==> config.mk <==
export PLATFORM = sky130hd
export DESIGN_NAME = rect_region_point_test_top_flat
export DESIGN_NICKNAME = d
export VERILOG_FILES = /design/src/sv/rrpt_pkg.sv /design/src/sv/rrpt_if.sv /design/src/sv/rrpt_cell.sv /design/src/sv/rect_region_point_test_top.sv /design/src/flat_wrapper.sv
export SDC_FILE = /design/constraint.sdc
export NUM_CORES = 2
export LEC_CHECK = 0
export BUFFER_PORTS_ARGS = -buffer_cell sky130_fd_sc_hd__buf_2
export CELL_PAD_IN_SITES_DETAIL_PLACEMENT = 1
export CELL_PAD_IN_SITES_GLOBAL_PLACEMENT = 1
export CORE_MARGIN = 2
export CORE_UTILIZATION = 45
export CTS_BUF_LIST = sky130_fd_sc_hd__clkbuf_2 sky130_fd_sc_hd__clkbuf_4 sky130_fd_sc_hd__clkbuf_8
export CTS_CLUSTER_SIZE = 14
export DETAILED_ROUTE_END_ITERATION = 7
export MAX_ROUTING_LAYER = met4
export PLACE_DENSITY_LB_ADDON = 0.1
export SKIP_LAST_GASP = 1
export SLEW_MARGIN = 15
export SYNTH_ARGS = -nofsm -noshare
export SYNTH_HDL_FRONTEND = slang
export SYNTH_SLANG_ARGS = --single-unit
==> constraint.sdc <==
create_clock -name i_clk -period 9.35 [get_ports i_clk]
set_clock_uncertainty 0.15 [all_clocks]
set_input_delay 0.935 -clock i_clk [delete_from_list [all_inputs] [get_ports i_clk]]
set_output_delay 0.935 -clock i_clk [all_outputs]
set_load 0.02 [all_outputs]
==> src/sv/rrpt_pkg.sv <==
`timescale 1ns / 1ps
// Package: request codes, controller states and the types passed along the cell chain.
package rrpt_pkg;

    typedef enum logic [1:0] {
        REQ_ADD   = 2'd0,
        REQ_SUB   = 2'd1,
        REQ_CLEAR = 2'd2,
        REQ_TEST  = 2'd3
    } t_req_type;

    typedef enum logic {
        ST_IDLE,
        ST_TEST
    } t_state;

    // Rectangle as held in a cell: inclusive start, exclusive end, whole units.
    typedef struct packed {
        logic signed [15:0] x0;
        logic signed [15:0] y0;
        logic signed [16:0] x1;
        logic signed [16:0] y1;
        logic               sub;
    } t_rect;

    // Query token moving one cell per cycle.
    typedef struct packed {
        logic               vld;
        logic               acc;
        logic signed [15:0] px;
        logic signed [15:0] py;
    } t_token;

endpackage

==> src/sv/rrpt_if.sv <==
`timescale 1ns / 1ps
// Interfaces: request and response channels with valid/ready handshake.
interface rrpt_req_if;
    logic               valid;
    logic               ready;
    logic [1:0]         req_type;
    logic signed [23:0] pos_x;
    logic signed [23:0] pos_y;
    logic signed [15:0] rect_width;
    logic signed [15:0] rect_height;

    modport source (output valid, output req_type, output pos_x, output pos_y,
                    output rect_width, output rect_height, input ready);
    modport sink   (input valid, input req_type, input pos_x, input pos_y,
                    input rect_width, input rect_height, output ready);
endinterface

interface rrpt_rsp_if #(
    parameter int CNT_W = 5
);
    logic             valid;
    logic             ready;
    logic             inside_res;
    logic             status;
    logic [CNT_W-1:0] entries_used;

    modport source (output valid, output inside_res, output status,
                    output entries_used, input ready);
    modport sink   (input valid, input inside_res, input status,
                    input entries_used, output ready);
endinterface

==> src/sv/rrpt_cell.sv <==
`timescale 1ns / 1ps
// One list entry: stores a rectangle and updates the passing query token.
module rrpt_cell #(
    parameter int CELL_IDX = 0,
    parameter int IDX_W    = 4,
    parameter int CNT_W    = 5
) (
    input  logic                 i_clk,
    input  logic                 i_rst_n,
    input  logic                 i_wr_en,
    input  logic [IDX_W-1:0]     i_wr_idx,
    input  rrpt_pkg::t_rect      i_rect,
    input  logic [CNT_W-1:0]     i_count,
    input  rrpt_pkg::t_token     i_tok,
    output rrpt_pkg::t_token     o_tok
);

    rrpt_pkg::t_rect  r_rect;
    rrpt_pkg::t_token r_tok;
    rrpt_pkg::t_token n_tok;
    logic             live;
    logic             hit;

    // entry is part of the list only below the current count
    assign live = (i_count > CNT_W'(CELL_IDX));

    always_comb begin
        hit = ($signed(i_tok.px) >= $signed(r_rect.x0)) &&
              ($signed(i_tok.py) >= $signed(r_rect.y0)) &&
              ($signed({i_tok.px[15], i_tok.px}) < $signed(r_rect.x1)) &&
              ($signed({i_tok.py[15], i_tok.py}) < $signed(r_rect.y1));
        n_tok = i_tok;
        if (live && hit) begin
            n_tok.acc = ~r_rect.sub;
        end
    end

    always_ff @(posedge i_clk) begin
        if (i_wr_en && (i_wr_idx == IDX_W'(CELL_IDX))) begin
            r_rect <= i_rect;
        end
    end

    always_ff @(posedge i_clk) begin
        if (!i_rst_n) begin
            r_tok <= '0;
        end else begin
            r_tok <= n_tok;
        end
    end

    assign o_tok = r_tok;

endmodule

==> src/sv/rect_region_point_test_top.sv <==
`timescale 1ns / 1ps
// Top level: rectangle list point-in-region tester built as a chain of cells.
// Usage
//   i_req carries one request per item: append an add rectangle, append a
//   subtract rectangle, clear the list, or test a point. o_rsp returns exactly
//   one item per request: inside_res (point tests only), status (1 when an
//   append hit a full list and was dropped) and entries_used after the request.
//   Each list entry lives in its own cell. A point test enters cell 0 as a
//   token and moves one cell per clock; each live cell that holds the point
//   overwrites the running answer, so the last matching entry decides.
// Sequencing
//   Append and clear: response valid in the cycle after acceptance; with the
//   receiver ready they stream at one item per cycle.
//   Point test: the token walks all MAX_OPS cells, then its answer is registered
//   as the response; no new item is taken while the token is in the chain.
// Reset
//   Synchronous, active low: the list becomes empty, no token is in flight,
//   no response is pending. Stored rectangles are not cleared.
// Stall
//   The response register holds until taken; while it is full and not being
//   taken, i_req.ready stays low. Only one request is in work at a time.
module rect_region_point_test_top #(
    parameter int MAX_OPS = 16
) (
    input  logic       i_clk,
    input  logic       i_rst_n,
    rrpt_req_if.sink   i_req,
    rrpt_rsp_if.source o_rsp
);

    localparam int CNT_W = $clog2(MAX_OPS + 1);
    localparam int IDX_W = (MAX_OPS > 1) ? $clog2(MAX_OPS) : 1;

    rrpt_pkg::t_state  r_state;
    rrpt_pkg::t_state  n_state;
    logic [CNT_W-1:0]  r_count;
    logic [CNT_W-1:0]  n_count;

    logic              r_out_vld;
    logic              n_out_vld;
    logic              r_inside;
    logic              n_inside;
    logic              r_status;
    logic              n_status;
    logic [CNT_W-1:0]  r_entries;
    logic [CNT_W-1:0]  n_entries;

    logic              accept;
    logic              full;
    logic              wr_en;
    rrpt_pkg::t_rect   wr_rect;
    rrpt_pkg::t_token  tok [0:MAX_OPS];
    rrpt_pkg::t_req_type req;

    assign req    = rrpt_pkg::t_req_type'(i_req.req_type);
    assign full   = (r_count == CNT_W'(MAX_OPS));
    assign i_req.ready = (r_state == rrpt_pkg::ST_IDLE) && (!r_out_vld || o_rsp.ready);
    assign accept = i_req.valid && i_req.ready;

    // rectangle edges: fraction bits dropped (floor), end edge = start + size
    always_comb begin
        wr_rect.x0  = i_req.pos_x[23:8];
        wr_rect.y0  = i_req.pos_y[23:8];
        wr_rect.x1  = $signed({i_req.pos_x[23], i_req.pos_x[23:8]}) +
                      $signed({i_req.rect_width[15], i_req.rect_width});
        wr_rect.y1  = $signed({i_req.pos_y[23], i_req.pos_y[23:8]}) +
                      $signed({i_req.rect_height[15], i_req.rect_height});
        wr_rect.sub = (req == rrpt_pkg::REQ_SUB);
    end

    // query token injected at the head of the chain
    always_comb begin
        tok[0].vld = accept && (req == rrpt_pkg::REQ_TEST);
        tok[0].acc = 1'b0;
        tok[0].px  = i_req.pos_x[23:8];
        tok[0].py  = i_req.pos_y[23:8];
    end

    for (genvar g = 0; g < MAX_OPS; g++) begin : g_cell
        rrpt_cell #(
            .CELL_IDX (g),
            .IDX_W    (IDX_W),
            .CNT_W    (CNT_W)
        ) u_cell (
            .i_clk    (i_clk),
            .i_rst_n  (i_rst_n),
            .i_wr_en  (wr_en),
            .i_wr_idx (r_count[IDX_W-1:0]),
            .i_rect   (wr_rect),
            .i_count  (r_count),
            .i_tok    (tok[g]),
            .o_tok    (tok[g+1])
        );
    end

    // controller: request decode, list count, response register
    always_comb begin
        n_state   = r_state;
        n_count   = r_count;
        n_out_vld = r_out_vld;
        n_inside  = r_inside;
        n_status  = r_status;
        n_entries = r_entries;
        wr_en     = 1'b0;

        if (r_out_vld && o_rsp.ready) begin
            n_out_vld = 1'b0;
        end

        unique case (r_state)
            rrpt_pkg::ST_IDLE: begin
                if (accept) begin
                    unique case (req) inside
                        rrpt_pkg::REQ_ADD, rrpt_pkg::REQ_SUB: begin
                            n_out_vld = 1'b1;
                            n_inside  = 1'b0;
                            n_status  = full;
                            if (!full) begin
                                wr_en   = 1'b1;
                                n_count = r_count + CNT_W'(1);
                            end
                            n_entries = full ? r_count : r_count + CNT_W'(1);
                        end
                        rrpt_pkg::REQ_CLEAR: begin
                            n_out_vld = 1'b1;
                            n_inside  = 1'b0;
                            n_status  = 1'b0;
                            n_count   = '0;
                            n_entries = '0;
                        end
                        rrpt_pkg::REQ_TEST: begin
                            n_state = rrpt_pkg::ST_TEST;
                        end
                        default: begin
                            n_state = r_state;
                        end
                    endcase
                end
            end
            rrpt_pkg::ST_TEST: begin
                if (tok[MAX_OPS].vld) begin
                    n_state   = rrpt_pkg::ST_IDLE;
                    n_out_vld = 1'b1;
                    n_inside  = tok[MAX_OPS].acc;
                    n_status  = 1'b0;
                    n_entries = r_count;
                end
            end
            default: begin
                n_state = rrpt_pkg::ST_IDLE;
            end
        endcase
    end

    always_ff @(posedge i_clk) begin
        if (!i_rst_n) begin
            r_state   <= rrpt_pkg::ST_IDLE;
            r_count   <= '0;
            r_out_vld <= 1'b0;
        end else begin
            r_state   <= n_state;
            r_count   <= n_count;
            r_out_vld <= n_out_vld;
        end
    end

    always_ff @(posedge i_clk) begin
        r_inside  <= n_inside;
        r_status  <= n_status;
        r_entries <= n_entries;
    end

    assign o_rsp.valid        = r_out_vld;
    assign o_rsp.inside_res   = r_inside;
    assign o_rsp.status       = r_status;
    assign o_rsp.entries_used = r_entries;

endmodule

==> src/flat_wrapper.sv <==
// flat-port wrapper written by rule: the top's interface ports become plain ports
module rect_region_point_test_top_flat 
#(
    parameter int MAX_OPS = 16
)
  (i_clk, i_rst_n, i_req_valid, i_req_req_type, i_req_pos_x, i_req_pos_y, i_req_rect_width, i_req_rect_height, i_req_ready, o_rsp_valid, o_rsp_inside_res, o_rsp_status, o_rsp_entries_used, o_rsp_ready);
  rrpt_req_if i_req_i ();
  rrpt_rsp_if #(.CNT_W((5))) o_rsp_i ();
  input  logic i_clk;
  input  logic i_rst_n;
  input wire logic [$bits(i_req_i.valid)-1:0] i_req_valid;
  input wire logic [$bits(i_req_i.req_type)-1:0] i_req_req_type;
  input wire logic [$bits(i_req_i.pos_x)-1:0] i_req_pos_x;
  input wire logic [$bits(i_req_i.pos_y)-1:0] i_req_pos_y;
  input wire logic [$bits(i_req_i.rect_width)-1:0] i_req_rect_width;
  input wire logic [$bits(i_req_i.rect_height)-1:0] i_req_rect_height;
  output wire logic [$bits(i_req_i.ready)-1:0] i_req_ready;
  output wire logic [$bits(o_rsp_i.valid)-1:0] o_rsp_valid;
  output wire logic [$bits(o_rsp_i.inside_res)-1:0] o_rsp_inside_res;
  output wire logic [$bits(o_rsp_i.status)-1:0] o_rsp_status;
  output wire logic [$bits(o_rsp_i.entries_used)-1:0] o_rsp_entries_used;
  input wire logic [$bits(o_rsp_i.ready)-1:0] o_rsp_ready;
  assign i_req_i.valid = i_req_valid;
  assign i_req_i.req_type = i_req_req_type;
  assign i_req_i.pos_x = i_req_pos_x;
  assign i_req_i.pos_y = i_req_pos_y;
  assign i_req_i.rect_width = i_req_rect_width;
  assign i_req_i.rect_height = i_req_rect_height;
  assign i_req_ready = i_req_i.ready;
  assign o_rsp_valid = o_rsp_i.valid;
  assign o_rsp_inside_res = o_rsp_i.inside_res;
  assign o_rsp_status = o_rsp_i.status;
  assign o_rsp_entries_used = o_rsp_i.entries_used;
  assign o_rsp_i.ready = o_rsp_ready;
  rect_region_point_test_top #(.MAX_OPS(MAX_OPS)) u_core (.i_clk(i_clk), .i_rst_n(i_rst_n), .i_req(i_req_i), .o_rsp(o_rsp_i));
endmodule
### Word level (Yosys, flattened, before mapping)

Cells that the tools add are included.

* bits in registers: 1598
* bits of input ports: 86
* output and inout port bits: 9
* word-level logic and storage cells: 407

* add/sub/neg operators: 3
* $lt $le $gt $ge: 80
* equality and inequality tests: 23
* mux-type cells: 41
* bitwise operators: 17
* reduce and logical (&&, ||, !) cells: 95

Operator list (count)
* $lt 16x17->1: 32
* $ge 16x16->1: 32
* $logic_and 1x1->1: 84
* $gt 5x4->1 const B: 8
* $add 16x16->17: 2
* $eq 4x4->1 const B: 8
* $mux 1: 31
* $gt 5x3->1 const B: 4
* $pmux 5 s2: 2
* $not 1->1: 17
* $eq 4x3->1 const B: 4
* $mux 5: 3
* $gt 5x1->1 const B: 2
* $gt 5x2->1 const B: 2
* $pmux 1 s2: 5
* $reduce_and 3->1: 3
* $eq 4x2->1 const B: 2
* $add 5x1->5 const B: 1
* $eq 5x5->1 const B: 1
* $eq 2x2->1 const B: 2
* $eq 4x1->1 const B: 1
* $logic_not 4->1: 1
* $ne 2x2->1 const B: 2
* $ne 3x3->1 const B: 1
* other kinds (9): 9

### Depth between registers and ports, before layout

* depth after elaboration: 7
* gate-level depth with buffers: 11

### Cells and area by module

Synthesis repeated with hierarchy kept, for this count alone.

* cells, all modules: 6196
* area total of the unflattened synthesis: 75914.1 um2

Modules (own cells, without submodules)
* rrpt_cell (u_core.g_cell[9].u_cell): instances 1, cells an instance 371, area each 4643.2 um2, seq. area each 2692.6 um2
* rrpt_cell (u_core.g_cell[14].u_cell): instances 1, cells an instance 375, area each 4635.7 um2, seq. area each 2692.6 um2
* rrpt_cell (u_core.g_cell[0].u_cell): instances 1, cells an instance 372, area each 4631.9 um2, seq. area each 2692.6 um2
* rrpt_cell (u_core.g_cell[6].u_cell): instances 1, cells an instance 371, area each 4626.9 um2, seq. area each 2692.6 um2
* rrpt_cell (u_core.g_cell[10].u_cell): instances 1, cells an instance 369, area each 4623.2 um2, seq. area each 2692.6 um2
* rrpt_cell (u_core.g_cell[12].u_cell): instances 1, cells an instance 368, area each 4621.9 um2, seq. area each 2692.6 um2
* rrpt_cell (u_core.g_cell[1].u_cell): instances 1, cells an instance 371, area each 4621.9 um2, seq. area each 2692.6 um2
* rrpt_cell (u_core.g_cell[11].u_cell): instances 1, cells an instance 374, area each 4616.9 um2, seq. area each 2692.6 um2
* rrpt_cell (u_core.g_cell[7].u_cell): instances 1, cells an instance 376, area each 4611.9 um2, seq. area each 2692.6 um2
* rrpt_cell (u_core.g_cell[15].u_cell): instances 1, cells an instance 373, area each 4609.4 um2, seq. area each 2692.6 um2
* rrpt_cell (u_core.g_cell[2].u_cell): instances 1, cells an instance 371, area each 4603.2 um2, seq. area each 2692.6 um2
* rrpt_cell (u_core.g_cell[8].u_cell): instances 1, cells an instance 374, area each 4596.9 um2, seq. area each 2692.6 um2
* rrpt_cell (u_core.g_cell[4].u_cell): instances 1, cells an instance 372, area each 4589.4 um2, seq. area each 2692.6 um2
* rrpt_cell (u_core.g_cell[13].u_cell): instances 1, cells an instance 367, area each 4588.2 um2, seq. area each 2692.6 um2
* +3 rows

### Worst setup path before layout

Ideal clock, no wire load.

* path type: input to register
* from: input o_rsp_ready
* to: register u_core.g_cell[3].u_cell.r_rect[0] in the netlist's numbering, enable pin
* data arrival time: 6.518 ns
* required time: 8.626 ns
* setup slack: 2.108 ns
* stages: 6
* path buffers: 0
* cell sequence: nor2b_1 nor2_1 nand2_1 nor3_1 nand2_1 nor3_1

* cells in the longest elaborated chain, start to end: 6

RTL lines
* start, declared: line flat_wrapper.sv:22 `input wire logic [$bits(o_rsp_i.ready)-1:0] o_rsp_ready;`
* $logic_or 1x1->1: line rect_region_point_test_top.sv:57 `assign i_req.ready = (r_state == rrpt_pkg::ST_IDLE) && (!r_out_vld || o_rsp.ready);`
* $logic_and 1x1->1: line rect_region_point_test_top.sv:57
* named net i_req_ready: line flat_wrapper.sv:17 `output wire logic [$bits(i_req_i.ready)-1:0] i_req_ready;`
* $logic_and 1x1->1: line rect_region_point_test_top.sv:58 `assign accept = i_req.valid && i_req.ready;`
* $mux 1: line rect_region_point_test_top.sv:112 `if (accept) begin`
* $mux 1: line rect_region_point_test_top.sv:110 `unique case (r_state)`
* $logic_and 1x1->1: line rrpt_cell.sv:39 `if (i_wr_en && (i_wr_idx == IDX_W'(CELL_IDX))) begin`
* end signal, assigned: line rrpt_cell.sv:40 `r_rect <= i_rect;`
* end, declared: line rrpt_cell.sv:18 `rrpt_pkg::t_rect r_rect;`

The timed path passes the listed nets, and every way through them passes these cells.
A chain may end at the register's enable or synchronous reset.

### Final worst setup path

* from: register u_core.r_count[3]
* to: register u_core.g_cell[6].u_cell.r_rect[10] in the netlist's numbering, enable pin

* cells in the longest elaborated chain, start to end: 6
* elaborated cells on any way between the ends: 7

RTL lines
* start, declared: line rect_region_point_test_top.sv:36 `logic [CNT_W-1:0] r_count;`
* start signal, assigned: line rect_region_point_test_top.sv:162 `r_count <= n_count;`
* $eq 5x5->1: line rect_region_point_test_top.sv:56 `assign full = (r_count == CNT_W'(MAX_OPS));`
* $mux 1: line rect_region_point_test_top.sv:118 `if (!full) begin`
* $mux 1: line rect_region_point_test_top.sv:113 `unique case (req) inside`
* $mux 1: line rect_region_point_test_top.sv:112
* $mux 1: line rect_region_point_test_top.sv:110
* $logic_and 1x1->1 (*): line rrpt_cell.sv:39
* end signal, assigned: line rrpt_cell.sv:40
* end, declared: line rrpt_cell.sv:18

Every way passes the cells marked *; elsewhere a longest branch is shown, timed or not.

==> results.txt <==
- Run status: finished, final reports clean
- For this design, the sink count on the clock tree is between 1500 and 2000.
- At the end of the flow the core is filled with cells to 0.512.
- Input and output buffers added on the ports amount to a little under 80.
* Final net count: just under 8000
- The worst setup path is launched from a flip-flop.
- The worst register-to-register path ends at u_core.g_cell[6].u_cell.r_rect[10]$_DFFE_PP_.
- Slew Viols, Final: 0
* Post-synthesis cell area: 74400 µm²
- Origin of the worst min-delay path: o_rsp_ready
- Hold violation total from the final report: 0
- Setup slack, reg-to-reg: 4.79 ns
* Static Leak: around 38 nW
- After clock tree synthesis, the repair step resized 0 gates.
* Largest net degree at the start of global routing: 99
- Number of setup buffers added after CTS: 0
- After the first detailed-routing iteration, the DRC count stood at 1753.
* Die Area: 169000 µm²
- P per Cell Area: 182 nW/µm²
- Of the post-synthesis cell area, the part taken by muxes is 0.00458.
- Slew @ Worst Pin: around 1.2 ns
- Clock tree buffer depth: 4
- Placeable core area: 165000 µm²
- The worst pin sits at a relative slew slack of 0.192.
- Synthesis handed over a netlist of about 6200 instances.
- Hold-critical path endpoint: u_core.o_rsp.valid$_SDFF_PN0_
- Across the whole layout, storage elements account for ~43000 µm².
- Synth Warn #: 0
* Row count: roughly 150
- The setup path with the least slack is of type flip-flop to flip-flop.
- Synthesis produced a netlist with a net count of ~7300.
* Vias in the first global route: just over 50000
* Post-synth cell types: a little over 70
- Antenna violations before repair: 7
* Final setup violation count: 0
- CTS tree: done
* Number of detailed-route iterations in the first pass: 5
- Counting the buffers created by CTS gives 300.
* H-tree depth: 5
- Worst Setup End Kind: flip-flop
- Setup repair after global routing left no endpoint under its margin.
- Number of routed nets with antenna violations: 0
- Proportion of power drawn by the clock network: 0.448
- Starting density of the core: 0.452
- Vias per cell: just over 5
- Share of the synthesized area in compound gates (AO/OA/AOI/OAI): 0.0798
* WP data arrival: a little over 5 ns
* Synthesized-area fraction occupied by adder cells: 0.179
* Drc violations: 0
* Highest-count cells in the layout ignoring fill and taps: inv_1, edfxtp_1, ha_1
- Hold repair after CTS inserted 0 buffers.
* Die X: ~410 µm
- Part of the total power dissipated in combinational logic: 0.048
* Share of the clock period used by the worst path: 0.487
- Total negative slack for setup checks: 0 ns
- Pin placement for this block handled 95 I/O pins.
- Worst supply voltage drop on vdd: around 0.00015 V
- Async set-or-reset flop fraction in the synthesized netlist: 0
- Clock-pin transition on the worst setup and hold timing paths: 0.06 ns
- Power share of the sequential group: 0.504
- Cell at the root of the clock tree: clkbuf_8
* CP required: 9.83 ns
- Count of flip-flops with a built-in enable after synthesis: approximately 1100
- Counting the fill cells in the layout gives approximately 17000.
* Leading cell type in the layout, fill and taps excluded: inv_1
- Detailed placement finished with a half-perimeter wire length of 132000 µm.
- Of the total synthesized cell area, the portion taken by XOR and XNOR cells is 0.00330.
* Internal power summed over all cells: about 12 mW
* Ys flop type: edfxtp_1
* Post-synthesis share of cell area spent on and, or, nand and nor gates: 0.0997
- The share of the Yosys chip area taken by registers is 0.575.
- The congestion estimate from routability-driven global placement came to 0.900.
- Switching Fraction: 0.223
* Reported max-cap violation count: 0
- Synth-to-Final Area Change: 13.3%
- In this run the critical register-to-register path is launched from u_core.r_count[3]$_SDFFE_PN0P_.
- The routed layout has 46141 vias.
* Proportion of layout cells with a drive suffix above 1: 0.106
- GRT Total Usage: 0.220
- Final critical delay including setup and external delays: approximately 4.6 ns
- Along the worst hold path, the cell count comes to 3.
* Detailed-route wire length: 178000 µm
- Grt ovf: 0
- In this run, synthesis produced a sequential element count of around 1600.
* Crit path max fanout: 35
* Combinational family with the most area after synthesis: adder cells
- The multi-input combinational cells in the finished layout cover a total of ~28000 µm².
- Measured in cells, the most critical reg-to-reg path has a length of 7.
- The worst hold path belongs to the class primary input to flip-flop.
- Averaged over all synthesized cells, the footprint is roughly 12 µm².
- Die Y: a little over 400 µm
- For this run, the top clock speed supported by timing is 220 MHz.
- Clock latency on the worst-skew pair: 1.00 ns
* Sw power: 3.43 mW
- Launching element of the worst setup path: u_core.r_count[3]$_SDFFE_PN0P_
- Global-route wire length before repair: ~280000 µm
* Total power consumption of the routed design: about 15 mW
* Routed wire per std cell: 19.9 µm
[final cells by class]
cell class                 instances  share of cell area
antenna                           11            0.000327
clock buffer                     466              0.0677
clock inverter                    54             0.00495
inverter                        1080              0.0481
multi-input combinational       3407               0.327
sequential                      1598               0.508
tap                             2189              0.0325
timing repair buffer             150              0.0112
[cells in the mapped netlist, drive strengths merged (11+ instances only)]
cell type / number / area (µm²)
dfxtp: 519 / 10400
and2: 503 / 3150
o21a: 28 / 210
clkbuf: 66 / 268
o22ai: 11 / 68.8
o2111ai: 13 / 114
nand4: 134 / 838
nor4: 33 / 213
mux2i: 25 / 250
nor3: 50 / 250
nand2: 197 / 739
a211oi: 58 / 435
a31oi: 27 / 169
ha: 1061 / 13300
a21o: 146 / 1100
a21oi: 328 / 1640
nor2b: 68 / 425
o21ai: 184 / 921
xnor2: 21 / 184
inv: 1080 / 4050
nor2: 163 / 612
a2111oi: 42 / 387
o211ai: 33 / 248
and4: 13 / 114
nand2b: 54 / 338
edfxtp: 1079 / 32400
and3: 12 / 75.1
nand3: 74 / 370
[worst max-delay path, cell delays in order, from the launching register on]
cell and delay (ns):
dfxtp_1 0.91, nor2_1 0.19, nand2_1 0.31, nor2_1 0.14, nor3_1 0.48, nand2_1 0.50, nor2_4 0.93, buf_4 0.54
[power by group through the flow]
stage / combinational, mW / clock (mW) / sequential [mW]
finish: 0.738 / 6.89 / 7.74
global route: 0.822 / 7.41 / 7.74
CTS: 0.753 / 7.11 / 7.74
detailed placement: 0.749 / 0 / 7.89
global placement: 0.719 / 0 / 7.89
floorplan: 0.328 / 0 / 7.88
[flip-flops by register name, summed over array words and instances, names as in the netlist]
register / count
u_core.o_rsp.inside_res: 1
u_core.o_rsp.valid: 1
u_core.g_cell.u_cell.o_tok: 512
u_core.o_rsp.status: 1
u_core.r_count: 5
u_core.o_rsp.entries_used: 5
u_core.r_state: 1
u_core.g_cell.u_cell.r_rect: 1072
[through the flow]
step / cell area, µm² / setup WS (ns) / hold WS [ns] / instances
2_1_floorplan: 74400 / 2.11 / 0.262 / 6153
3_3_place_gp: 78000 / 4.23 / 0.263 / 8424
3_5_place_dp: 78000 / 4.23 / 0.269 / 8424
4_1_cts: 84200 / 4.92 / 0.0262 / 8944
5_1_grt: 84200 / 4.57 / 0.0595 / 8950
6_report: 84200 / 4.79 / 0.132 / 8955
[kinds of logic after synthesis]
| family | after synthesis |
|---|---|
| flops | 1598 |
| compound gates | 944 |
| fa+ha+maj | 1063 |
| xor+xnor | 28 |
| buf+inv | 1148 |
| mux | 33 |
| simple gates | 1339 |
[worst max path at each step]
stage | depth (start not counted) | slack, ns | endpoint
2_1_floorplan | 6 | 2.11 | u_core.g_cell[3].u_cell.r_rect[0]$_DFFE_PP_
3_3_place_gp | 10 | 4.23 | u_core.g_cell[14].u_cell.r_rect[16]$_DFFE_PP_
3_5_place_dp | 11 | 4.23 | u_core.g_cell[14].u_cell.r_rect[16]$_DFFE_PP_
4_1_cts | 7 | 4.92 | u_core.g_cell[10].u_cell.r_rect[27]$_DFFE_PP_
5_1_grt | 7 | 4.57 | u_core.g_cell[6].u_cell.r_rect[39]$_DFFE_PP_
6_report | 7 | 4.79 | u_core.g_cell[6].u_cell.r_rect[10]$_DFFE_PP_
[metal layers]
| metal | track usage | wire length (µm) | up-vias |
|---|---|---|---|
| li1 | - | - | 22448 |
| met1 | 0.251 | 75300 | 22611 |
| met2 | 0.381 | 89700 | 676 |
| met3 | 0.0374 | 6190 | 406 |
| met4 | 0.0925 | 6980 | 0 |
| met5 | - | 0 | - |
(Power assumes the default switching activity.)
